$ cat config.mk
export PLATFORM = sky130hd
export DESIGN_NAME = time_of_day_clock_display_flat
export DESIGN_NICKNAME = d
export VERILOG_FILES = /design/src/design/todcd_pkg.sv /design/src/design/todcd_if.sv /design/src/design/todcd_serializer.sv /design/src/design/time_of_day_clock_display.sv /design/src/flat_wrapper.sv
export SDC_FILE = /design/constraint.sdc
export NUM_CORES = 1
export LEC_CHECK = 0
export ABC_AREA = 1
export BUFFER_PORTS_ARGS = -buffer_cell sky130_fd_sc_hd__buf_2
export CORE_AREA = 2 2 112 114
export CTS_BUF_LIST = sky130_fd_sc_hd__clkbuf_8
export DETAILED_ROUTE_END_ITERATION = 10
export DIE_AREA = 0 0 114 116
export PLACE_DENSITY = 0.78
export SLEW_MARGIN = 10
export SYNTH_ARGS = -nofsm -noshare
export SYNTH_HDL_FRONTEND = slang
export SYNTH_HIERARCHICAL = 1
export SYNTH_SLANG_ARGS = --single-unit
$ cat constraint.sdc
create_clock -name clk_i -period 3.6 [get_ports clk_i]
set_clock_uncertainty 0.2 [all_clocks]
set_input_delay 0.18 -clock clk_i [delete_from_list [all_inputs] [get_ports clk_i]]
set_output_delay 0.18 -clock clk_i [all_outputs]
set_load 0.1 [all_outputs]
$ cat src/design/todcd_pkg.sv
`default_nettype none

package todcd_pkg;

  // Configuration register map (word index)
  localparam logic RegIdxTps = 1'b0;
  localparam logic [15:0] TpsReset = 16'd125;

  // Time-of-day reset values and rollover limits
  localparam logic [5:0] SecReset = 6'd30;
  localparam logic [5:0] MinReset = 6'd23;
  localparam logic [4:0] HourReset = 5'd10;
  localparam logic [5:0] SecPerMin = 6'd60;
  localparam logic [5:0] MinPerHour = 6'd60;
  localparam logic [4:0] HourPerDay = 5'd24;

  // Characters
  localparam logic [7:0] CharZero = 8'h30;
  localparam logic [7:0] CharComma = 8'h2c;
  localparam logic [7:0] CharColon = 8'h3a;
  localparam logic [7:0] CharG = 8'h47;
  localparam logic [7:0] CharR = 8'h72;
  localparam logic [7:0] CharE = 8'h65;
  localparam logic [7:0] CharS = 8'h73;
  localparam logic [7:0] CharI = 8'h69;
  localparam logic [7:0] CharT = 8'h74;

  // Position of the final character in a run
  localparam logic [3:0] LastTimeIdx = 4'd7;
  localparam logic [3:0] LastErrIdx = 4'd13;

  // Default depth of the pending-run queue
  localparam int unsigned RunDepthDef = 2;

  // One pending display run: the time after the rollover and the error mark
  typedef struct packed {
    logic [4:0] hours;
    logic [5:0] minutes;
    logic [5:0] seconds;
    logic       err;
  } run_t;

  typedef struct packed {
    logic valid;
    run_t run;
  } run_push_t;

  // Tens digit of a value below 64
  function automatic logic [2:0] tens_of(input logic [5:0] v);
    logic [2:0] t;
    if (v >= 6'd60) t = 3'd6;
    else if (v >= 6'd50) t = 3'd5;
    else if (v >= 6'd40) t = 3'd4;
    else if (v >= 6'd30) t = 3'd3;
    else if (v >= 6'd20) t = 3'd2;
    else if (v >= 6'd10) t = 3'd1;
    else t = 3'd0;
    return t;
  endfunction

  // Units digit of a value below 64
  function automatic logic [3:0] units_of(input logic [5:0] v);
    logic [5:0] prod;
    prod = 6'({3'b0, tens_of(v)} * 6'd10);
    return 4'(v - prod);
  endfunction

  function automatic logic [7:0] digit_char(input logic [3:0] d);
    return 8'(CharZero + {4'b0, d});
  endfunction

  // Character at position idx of a run
  function automatic logic [7:0] char_at(input run_t r, input logic [3:0] idx);
    logic [7:0] c;
    logic [5:0] h;
    h = {1'b0, r.hours};
    case (idx)
      4'd0: c = (r.hours > 5'd9) ? digit_char({1'b0, tens_of(h)}) : CharComma;
      4'd1: c = digit_char(units_of(h));
      4'd2: c = CharColon;
      4'd3: c = digit_char({1'b0, tens_of(r.minutes)});
      4'd4: c = digit_char(units_of(r.minutes));
      4'd5: c = CharColon;
      4'd6: c = digit_char({1'b0, tens_of(r.seconds)});
      4'd7: c = digit_char(units_of(r.seconds));
      4'd8: c = CharG;
      4'd9: c = CharR;
      4'd10: c = CharE;
      4'd11: c = CharS;
      4'd12: c = CharI;
      4'd13: c = CharT;
      default: c = 8'h00;
    endcase
    return c;
  endfunction

endpackage

`default_nettype wire

$ cat src/design/todcd_if.sv
`default_nettype none

// Input item channel: timer events
interface todcd_in_if;
  logic valid;
  logic ready;
  logic match_event;
  logic overflow_flag;

  modport source (output valid, output match_event, output overflow_flag, input ready);
  modport sink (input valid, input match_event, input overflow_flag, output ready);
endinterface

// Result item channel: display characters
interface todcd_out_if;
  logic       valid;
  logic       ready;
  logic [7:0] display_char;
  logic       cursor_home;
  logic       error_halt;
  logic       last_of_run;

  modport source (output valid, output display_char, output cursor_home,
                  output error_halt, output last_of_run, input ready);
  modport sink (input valid, input display_char, input cursor_home,
                input error_halt, input last_of_run, output ready);
endinterface

`default_nettype wire

$ cat src/design/todcd_serializer.sv
`default_nettype none

module todcd_serializer
  import todcd_pkg::*;
#(
  parameter int unsigned RunDepth = RunDepthDef
) (
  input  wire logic      clk_i,
  input  wire logic      rst_ni,
  input  wire run_push_t push_i,
  output logic           full_o,
  todcd_out_if.source    out_if
);

  localparam int unsigned PtrW = $clog2(RunDepth);
  localparam int unsigned CntW = $clog2(RunDepth + 1);

  run_t            mem_q [RunDepth];
  logic [PtrW-1:0] wr_ptr_q, wr_ptr_d;
  logic [PtrW-1:0] rd_ptr_q, rd_ptr_d;
  logic [CntW-1:0] cnt_q, cnt_d;
  logic [3:0]      idx_q, idx_d;
  logic            out_valid_q, out_valid_d;
  logic [7:0]      char_q;
  logic            home_q, err_q, last_q;

  run_t head;
  logic last_char, load, pop;

  // Head run and the character position within it
  assign head      = mem_q[rd_ptr_q];
  assign last_char = head.err ? (idx_q == LastErrIdx) : (idx_q == LastTimeIdx);
  assign load      = (cnt_q != '0) && (!out_valid_q || out_if.ready);
  assign pop       = load && last_char;
  assign full_o    = (cnt_q == CntW'(RunDepth));

  // Run storage
  always_ff @(posedge clk_i) begin
    if (push_i.valid) begin
      mem_q[wr_ptr_q] <= push_i.run;
    end
  end

  // Queue pointers and fill count
  always_comb begin
    wr_ptr_d = wr_ptr_q;
    rd_ptr_d = rd_ptr_q;
    if (push_i.valid) begin
      wr_ptr_d = (wr_ptr_q == PtrW'(RunDepth - 1)) ? '0 : wr_ptr_q + 1'b1;
    end
    if (pop) begin
      rd_ptr_d = (rd_ptr_q == PtrW'(RunDepth - 1)) ? '0 : rd_ptr_q + 1'b1;
    end
    cnt_d = cnt_q + CntW'(push_i.valid) - CntW'(pop);
  end

  // Character index and output valid
  always_comb begin
    idx_d = idx_q;
    if (load) begin
      idx_d = last_char ? 4'd0 : idx_q + 4'd1;
    end
    out_valid_d = load ? 1'b1 : (out_if.ready ? 1'b0 : out_valid_q);
  end

  always_ff @(posedge clk_i or negedge rst_ni) begin
    if (!rst_ni) begin
      wr_ptr_q    <= '0;
      rd_ptr_q    <= '0;
      cnt_q       <= '0;
      idx_q       <= 4'd0;
      out_valid_q <= 1'b0;
    end else begin
      wr_ptr_q    <= wr_ptr_d;
      rd_ptr_q    <= rd_ptr_d;
      cnt_q       <= cnt_d;
      idx_q       <= idx_d;
      out_valid_q <= out_valid_d;
    end
  end

  // Output payload register
  always_ff @(posedge clk_i) begin
    if (load) begin
      char_q <= char_at(head, idx_q);
      home_q <= (idx_q == 4'd0);
      err_q  <= (idx_q > LastTimeIdx);
      last_q <= last_char;
    end
  end

  assign out_if.valid        = out_valid_q;
  assign out_if.display_char = char_q;
  assign out_if.cursor_home  = home_q;
  assign out_if.error_halt   = err_q;
  assign out_if.last_of_run  = last_q;

endmodule

`default_nettype wire

$ cat src/design/time_of_day_clock_display.sv
// A run is first written into the pending-run queue, then its first character is loaded into the output register.
// Throughput: one item per cycle; a second rollover yields 8 characters (14 with the error text),
// one per cycle unless the output stalls; input stalls only while the pending-run queue is full.
// The queue (RunDepth runs) and the character serializer set the sustained rate.
// Reset (async, active low): time 10:23:30, tick count 0, ticks_per_second 125, not halted.
`default_nettype none

module time_of_day_clock_display
  import todcd_pkg::*;
#(
  parameter int unsigned RunDepth = RunDepthDef
) (
  input  wire logic        clk_i,
  input  wire logic        rst_ni,
  todcd_in_if.sink         in_if,
  todcd_out_if.source      out_if,
  input  wire logic        psel,
  input  wire logic        penable,
  input  wire logic        pwrite,
  input  wire logic [2:0]  paddr,
  input  wire logic [31:0] pwdata,
  output logic [31:0]      prdata,
  output logic             pready
);

  logic [15:0] tps_q;
  logic [15:0] tick_q, tick_d;
  logic [5:0]  sec_q, sec_d;
  logic [5:0]  min_q, min_d;
  logic [4:0]  hour_q, hour_d;
  logic        halted_q, halted_d;

  logic        ser_full;
  logic        accept, count, roll;
  logic [16:0] tick_next;
  run_push_t   push;

  // Configuration port
  assign pready = 1'b1;
  assign prdata = (paddr[2] == RegIdxTps) ? {16'b0, tps_q} : 32'b0;

  always_ff @(posedge clk_i or negedge rst_ni) begin
    if (!rst_ni) begin
      tps_q <= TpsReset;
    end else if (psel && penable && pwrite && pready && (paddr[2] == RegIdxTps)) begin
      tps_q <= pwdata[15:0];
    end
  end

  // Input handshake
  assign in_if.ready = !ser_full;
  assign accept      = in_if.valid && in_if.ready;
  assign count       = accept && in_if.match_event && !halted_q;

  // Prescaler and time-of-day update
  assign tick_next = {1'b0, tick_q} + 17'd1;
  assign roll      = (tick_next >= {1'b0, tps_q});

  always_comb begin
    tick_d   = tick_q;
    sec_d    = sec_q;
    min_d    = min_q;
    hour_d   = hour_q;
    halted_d = halted_q;
    if (count) begin
      if (!roll) begin
        tick_d = tick_next[15:0];
      end else begin
        tick_d   = '0;
        halted_d = in_if.overflow_flag;
        if (sec_q + 6'd1 >= SecPerMin) begin
          sec_d = '0;
          if (min_q + 6'd1 >= MinPerHour) begin
            min_d  = '0;
            hour_d = (hour_q + 5'd1 >= HourPerDay) ? 5'd0 : hour_q + 5'd1;
          end else begin
            min_d = min_q + 6'd1;
          end
        end else begin
          sec_d = sec_q + 6'd1;
        end
      end
    end
  end

  always_ff @(posedge clk_i or negedge rst_ni) begin
    if (!rst_ni) begin
      tick_q   <= '0;
      sec_q    <= SecReset;
      min_q    <= MinReset;
      hour_q   <= HourReset;
      halted_q <= 1'b0;
    end else begin
      tick_q   <= tick_d;
      sec_q    <= sec_d;
      min_q    <= min_d;
      hour_q   <= hour_d;
      halted_q <= halted_d;
    end
  end

  // Hand the new time to the character serializer
  always_comb begin
    push.valid       = count && roll;
    push.run.hours   = hour_d;
    push.run.minutes = min_d;
    push.run.seconds = sec_d;
    push.run.err     = in_if.overflow_flag;
  end

  todcd_serializer #(
    .RunDepth (RunDepth)
  ) u_ser (
    .clk_i  (clk_i),
    .rst_ni (rst_ni),
    .push_i (push),
    .full_o (ser_full),
    .out_if (out_if)
  );

`ifndef SYNTH
  a_halt_sticky : assert property (@(posedge clk_i) disable iff (!rst_ni)
    halted_q |=> halted_q)
    else $error("halt flag cleared without reset");

  a_no_push_full : assert property (@(posedge clk_i) disable iff (!rst_ni)
    push.valid |-> !ser_full)
    else $error("run pushed into a full queue");

  a_err_char_halted : assert property (@(posedge clk_i) disable iff (!rst_ni)
    (out_if.valid && out_if.error_halt) |-> halted_q)
    else $error("error text emitted while not halted");

  a_home_first : assert property (@(posedge clk_i) disable iff (!rst_ni)
    (out_if.valid && out_if.cursor_home) |-> (!out_if.error_halt && !out_if.last_of_run))
    else $error("cursor home on a non-leading character");
`endif

endmodule

`default_nettype wire
$ cat src/flat_wrapper.sv
// flat-port wrapper written by rule: the top's interface ports become plain ports
module time_of_day_clock_display_flat import todcd_pkg::*;
#(
  parameter int unsigned RunDepth = RunDepthDef
)
  (clk_i, rst_ni, psel, penable, pwrite, paddr, pwdata, prdata, pready, in_if_valid, in_if_match_event, in_if_overflow_flag, in_if_ready, out_if_valid, out_if_display_char, out_if_cursor_home, out_if_error_halt, out_if_last_of_run, out_if_ready);
  todcd_in_if in_if_i ();
  todcd_out_if out_if_i ();
  input  wire logic clk_i;
  input  wire logic rst_ni;
  input  wire logic psel;
  input  wire logic penable;
  input  wire logic pwrite;
  input  wire logic [2:0] paddr;
  input  wire logic [31:0] pwdata;
  output logic [31:0] prdata;
  output logic pready;
  input wire logic [$bits(in_if_i.valid)-1:0] in_if_valid;
  input wire logic [$bits(in_if_i.match_event)-1:0] in_if_match_event;
  input wire logic [$bits(in_if_i.overflow_flag)-1:0] in_if_overflow_flag;
  output wire logic [$bits(in_if_i.ready)-1:0] in_if_ready;
  output wire logic [$bits(out_if_i.valid)-1:0] out_if_valid;
  output wire logic [$bits(out_if_i.display_char)-1:0] out_if_display_char;
  output wire logic [$bits(out_if_i.cursor_home)-1:0] out_if_cursor_home;
  output wire logic [$bits(out_if_i.error_halt)-1:0] out_if_error_halt;
  output wire logic [$bits(out_if_i.last_of_run)-1:0] out_if_last_of_run;
  input wire logic [$bits(out_if_i.ready)-1:0] out_if_ready;
  assign in_if_i.valid = in_if_valid;
  assign in_if_i.match_event = in_if_match_event;
  assign in_if_i.overflow_flag = in_if_overflow_flag;
  assign in_if_ready = in_if_i.ready;
  assign out_if_valid = out_if_i.valid;
  assign out_if_display_char = out_if_i.display_char;
  assign out_if_cursor_home = out_if_i.cursor_home;
  assign out_if_error_halt = out_if_i.error_halt;
  assign out_if_last_of_run = out_if_i.last_of_run;
  assign out_if_i.ready = out_if_ready;
  time_of_day_clock_display #(.RunDepth(RunDepth)) u_core (.clk_i(clk_i), .rst_ni(rst_ni), .in_if(in_if_i), .out_if(out_if_i), .psel(psel), .penable(penable), .pwrite(pwrite), .paddr(paddr), .pwdata(pwdata), .prdata(prdata), .pready(pready));
endmodule
==> After elaboration in Yosys (flattened, before gate mapping) <==
Memories as Yosys holds them, arrays and structs flattened.
Index checks and enable logic that the tools add are counted.
{ "classes": {"n_mul": 3, "n_eq_ne": 14, "n_shift": 0, "n_addsub": 18, "mux": 54, "order_cmp": 24, "bitwise_logic": 1, "div_mod_pow": 0, "reduce_logical": 18} }
{ "ops": {"columns": ["operator", "count"], "rows": [
  ["$pmux 7 s13", 1],
  ["$mux 3", 23],
  ["$ge 6x6->1 const B", 8],
  ["$mux 6", 7],
  ["$mux 16", 2],
  ["$mux 5", 5],
  ["$eq 4x4->1 const B", 6],
  ["$ge 6x5->1 const B", 4],
  ["$add 6x3->7 const A", 3],
  ["$add 6x4->7 const A", 3],
  ["$ge 5x6->1 const B", 3],
  ["$add 16x1->17 const B", 1],
  ["$ge 17x16->1", 1],
  ["$eq 4x3->1 const B", 4],
  ["$ge 5x5->1 const B", 3],
  ["$add 6x1->6 const B", 2],
  ["$ge 6x4->1 const B", 2],
  ["$sub 4x4->4", 3],
  ["$mux 1", 10],
  ["$logic_and 1x1->1", 9],
  ["$mul 3x3->3 const B", 3],
  ["$eq 4x2->1 const B", 2],
  ["$mux 2", 4],
  ["$mux 7", 1],
  ["18 further kinds", 22]
]} }
{ "word_totals": {"ff_bits": 70, "rom_bits": 0, "inputBits": 44, "latch_bits": 0, "mem_count": 1, "ram_bits": 36} }
{ "memory_table": {"columns": ["memory", "words", "width", "rd", "rd_ports_with_merged_regs", "wr", "line", "text"], "rows": [
  ["u_core.u_ser.mem_q", 2, 18, 1, 0, 1, "todcd_serializer.sv:18", "run_t mem_q [RunDepth];"]
]} }

==> Depth between registers and ports, before layout <==
An unclocked memory read counts as a cell.
{ "logic_depth": {"ltp_word": 14, "depth_mapped": 21, "depth_no_buf": 21} }

==> Cells and area by module <==
Netlist, hierarchy kept.
{ "modules_own_cells": {"columns": ["mod", "n_inst", "area_per_inst_um2", "cells_per_inst"], "rows": [
  ["time_of_day_clock_display", 1, 3460.8, 486],
  ["todcd_serializer", 1, 2906.5, 311]
]} }

==> Least setup slack after synthesis <==
Ideal clock, no wire load.
{ "synth_path": {"path_kind": "register -> register", "startpoint": "register u_core.tick_q[0]", "endpoint": "memory u_core/u_ser/mem_q[0][0] (netlist bit), enable pin", "period_less_slack_ns": 3.844, "setup_time_ns": 0.393, "setup_slack_ns": -0.244, "path_stages_with_launch": 20, "arrival_ns": 3.251, "cell_sequence": "dfrtp_1 -> ha_1 -> nand2_1 -> nor2_2 -> nand2_2 -> nor3_1 -> nand2_1 -> xor2_1 -> inv_1 -> ha_1 -> nand2_1 -> nor2_1 -> nand2_1 -> nor2_1 -> nand2_2 -> nand2_4 -> nand2_4 -> inv_1 -> inv_1 -> nor2_1"} }
{ "synth_rtl": {"columns": ["element", "line", "text"], "rows": [
  ["start, declared", "time_of_day_clock_display.sv:27", "logic [15:0] tick_q, tick_d;"],
  ["start signal, assigned", "time_of_day_clock_display.sv:94", "tick_q <= tick_d;"],
  ["end, declared", "todcd_serializer.sv:18", null]
]} }

==> metrics.log <==
INFO  metric design_area = between 0.007 and 0.008 mm^2
INFO  metric grt_pass1_vias = approximately 4,800
INFO  metric finalCritPeriodShare = 0.933
INFO  metric slowest_cp_cell = dfrtp_1
INFO  metric worst_hold_slack = between 0.1 and 0.15 ns
INFO  metric crit_path_max_incr_delay = approximately 0.40 ns
INFO  metric rows = 40
INFO  metric synth_area_leaders = edfxtp_1 22%, dfrtp_1 17%, nand2_1 12%
INFO  metric yosys_register_bits = 105
INFO  metric number_of_fillers_in_the_final_layout = between 1,000 and 1,500
INFO  metric root_buffer = clkbuf_8
INFO  metric path_common_cell = nand2_1
INFO  metric ys_warn_count = 6
INFO  metric seq_area_frac_synth = 0.452
INFO  metric post-layout-total-power = between 4 and 5 mW
INFO  metric cp_cell_sequence = ha_1 > nand2_1 > nor2_2 > nand2_2 > nor3_2 > nand2_1 > xor2_2 > inv_1 > ha_1 > nand2_1 > nand2_1 > a21oi_1 > o21ai_1 > nor2_2 > nand2_4 > nand2_4 > clkinvlp_4 > ha_1 > xnor2_1 > xor2_1
INFO  metric yosys.area_share.adder = 0.0664
INFO  metric ys_async_sr_fraction = 0.562
INFO  metric netlist-cell-type-count = 45
INFO  metric chipWidth = between 100 and 150 um
INFO  metric drt_drc_violations_left = 0
INFO  metric power.leakage = about 3.6 nW
INFO  metric tritoncts.num_buffers = 9
INFO  metric yosys.area_share.simple = 0.262
INFO  metric crit_required = approximately 3.7 ns
INFO  metric drt_wl_total = between 10,000 and 15,000 um
INFO  metric avgSynthCellArea = 7.99 um^2
INFO  metric seq_area = 0.00288 mm^2
INFO  metric io_buffer_count = between 50 and 60
INFO  metric finish.net_count = 952
INFO  metric timing.setup.critical_path_class = flip-flop to flip-flop
INFO  metric ioPinCount = 90
INFO  metric largest_family_of_logic_cells_by_synthesized_area = simple AND/OR/NAND/NOR gates
INFO  metric synth-xor-area-share = 0.0330
INFO  metric p_per_area = 596 mW/mm^2
INFO  metric deepest_level_of_the_cts_h_tree = 3
INFO  metric max_slew_margin = 0.502
INFO  metric crit_path_end_kind = flip-flop
INFO  metric stdcell_count = 1,028
INFO  metric antenna_left = 0
INFO  metric crit_arrival = 3.48 ns
INFO  metric postSynth.topFlopCell = edfxtp_1
INFO  metric syn_to_final_growth = 13.4%
INFO  metric globalRouteOverflowTotal = 0
INFO  metric ir_drop = just under 0.0003 V
INFO  metric worst_skew_pair.late_latency = 0.40 ns
INFO  metric detailedRoute.firstPassIterationCount = 5
INFO  metric clkTransAtPathRegs = 0.11 ns
INFO  metric run_status = finished clean
INFO  metric timing.max_cap.violations = 0
INFO  metric multiInputGateArea = 0.00293 mm^2
INFO  metric dp_hpwl = ~9000 um
INFO  metric timing.final.max_slew_violations = 0
INFO  metric tritoncts = yes
INFO  metric routed_via_density = ~5.1
INFO  metric grt_max_degree = 34
INFO  metric place_congestion = between 0.8 and 0.9
INFO  metric finalWorstPathRequiredPeriod = ~3.4 ns
INFO  metric number_of_flops_mapped_to_enable_cells_by_yosys = 46
INFO  metric die_h = roughly 120 um
INFO  metric drt_iter0_markers = 419
INFO  metric worstSetupStartpointType = flip-flop
INFO  metric hold_viol_final = 0
INFO  metric synth.area.mux_share = 0
INFO  metric floorplan.initialDensity = 0.535
INFO  metric placeableCoreArea = approximately 0.012 mm^2
INFO  metric num_antenna_cells = 0
INFO  metric max-clock-path-buffers = 2
INFO  metric hp-class = input pin to flip-flop
INFO  metric detail_route.wl_per_cell = ~12 um
INFO  metric netlist.top_cell.by_area = edfxtp_1
INFO  metric global_route.usage.total = 0.203
INFO  metric synthesis.area = 0.00637 mm^2
INFO  metric grt_antenna_before_repair = 0
INFO  metric max_clock_freq = a little under 0.3 GHz
INFO  metric die_area = 0.0132 mm^2
INFO  metric placedCellCount = between 900 and 1,000
INFO  metric yosysTopAreaCellShare = 0.217
INFO  metric timing_worst_slew_pin_value = about 0.75 ns
INFO  metric synth_area_in_compound_gates = 0.0825
INFO  metric finalSetupViolations = 0
INFO  metric clkSinkCount = between 100 and 150
INFO  metric synthesis.instances = 797
INFO  metric dpl-instance-area = a little under 0.007 mm^2
INFO  metric drive_gt1_frac = 0.160
INFO  metric grt_pass1_wl = around 21,000 um
INFO  metric dr_total_vias = between 5,000 and 6,000
INFO  metric worst_path_max_fanout = 5
## critical path, delay by kind of cell, from the launching register on
| family | cells | cell delay [ns] |
|---|---|---|
| simple gates | 10 | 1.07 |
| fa+ha+maj | 3 | 0.72 |
| xor+xnor | 3 | 0.49 |
| flops | 1 | 0.40 |
| compound gates | 2 | 0.23 |
| buf+inv | 2 | 0.20 |
## layout by cell type, fill, tap and decap left out, types with 2 or more instances in the layout
master and count:
ha_1 29, buf_12 2, nor3_1 4, inv_8 2
o22ai_1 2, a21oi_1 43, o21ai_1 7, dfstp_2 16
inv_1 102, dlygate4sd3_1 19, inv_2 6, buf_2 53
xnor2_1 5, xor2_1 18, nor4_1 5, fa_1 3
nor2_1 99, nor2_2 12, edfxtp_1 46, o21ai_2 4
nand4_1 14, clkbuf_8 9, o21bai_1 5, nand3_1 45
nand2_2 8, nand2_1 199, o21ai_0 23, or2_2 2
dfrtp_1 43, nand2_4 2, buf_4 14, conb_1 18
clkinv_8 3
## where the power goes
| group | internal, mW | switching [mW] | total [mW] |
|---|---|---|---|
| Clock | 0.290 | 0.491 | 0.781 |
| Combinational | 0.494 | 1.54 | 2.03 |
| Sequential | 1.44 | 0.0550 | 1.49 |
| Total | 2.22 | 2.08 | 4.30 |
## logic make-up (layout without fill, tap and decap cells)
| family | count (synthesis) | count (layout) |
|---|---|---|
| buffers and inverters | 144 | 213 |
| and+or+nand+nor | 396 | 396 |
| DFF | 105 | 105 |
| other | 3 | 18 |
| xor gates and xnor gates | 24 | 24 |
| adders and majority gates | 32 | 32 |
| AOI/OAI and AO/OA | 93 | 93 |
## final timing paths
path | slack (ns) | startpoint | cells after the start | endpoint
setup / recovery | 0.24 | u_core/tick_q[0] | 20 | u_core/u_ser/cnt_q[1]
hold / removal | 0.11 | in_if_valid | 5 | u_core/tick_q[11]
setup reg to reg | 0.24 | u_core/tick_q[0] | 20 | u_core/u_ser/cnt_q[1]
hold reg to reg | 0.26 | u_core/halted_q | 2 | u_core/halted_q
max in group asynchronous | 2.10 | rst_ni | 3 | u_core/tps_q[2]
min in group asynchronous | 0.22 | rst_ni | 2 | u_core/tick_q[15]
## state kept, by name, indices dropped and copies added, names as in the netlist, 2 cells and up
signal	cells
u_core/u_ser/cnt_q	2
u_core/hour_q	5
u_core/sec_q	6
u_core/u_ser/mem_q	36
u_core/tick_q	16
u_core/tps_q	16
u_core/u_ser/idx_q	4
u_core/u_ser/out_if.display_char	7
u_core/min_q	6
## area by class of cell
| type | count | share of cell area |
|---|---|---|
| Clock buffer | 9 | 0.0172 |
| Clock inverter | 7 | 0.0133 |
| Inverter | 109 | 0.0572 |
| Multi-Input combinational cell | 563 | 0.405 |
| Sequential cell | 105 | 0.399 |
| Tap cell | 147 | 0.0255 |
| Timing Repair Buffer | 88 | 0.0832 |
## routing by layer
layer | routed length [um] | vias up | GRT usage
met5 | 0 | - | 0
met4 | 254 | 0 | 0.0699
met3 | 421 | 23 | 0.0486
met2 | 6250 | 103 | 0.359
met1 | 5570 | 2428 | 0.245
li1 | - | 2671 | -
## cell usage after synthesis (2+ instances only)
cell type / n
buf_6: 2
dfrtp_1: 43
edfxtp_1: 46
buf_2: 3
nand2_2: 8
nand3_1: 45
xor2_1: 19
o22ai_1: 2
o21ai_2: 4
o21bai_1: 5
inv_1: 103
nor4_1: 5
or2_2: 2
buf_4: 22
nand2_4: 2
nand2_1: 199
inv_2: 6
ha_1: 29
dfstp_2: 16
conb_1: 3
nor3_1: 5
nand4_1: 14
nor2_1: 107
clkbuf_1: 7
o21ai_0: 23
a21oi_1: 43
nor2_2: 4
xnor2_1: 5
o21ai_1: 7
fa_1: 3
## metrics by stage
stage / worst slack [ns] / TNS, ns / util
after floorplan: 0.0442 / 0 / -
after global placement: 0.196 / 0 / 0.568
after detailed placement: 0.137 / 0 / 0.568
after CTS: 0.106 / 0 / 0.603
after global routing: -0.0457 / -0.986 / 0.606
final: 0.243 / 0 / 0.606
## timing repair
item	in CTS	in global routing
endpoints found under the hold margin	43	0
gates resized for setup	0	10
setup endpoints to repair	0	98
setup buffers	0	1
hold buffers	19	0
Note: power is estimated with default switching activity, not from simulation.
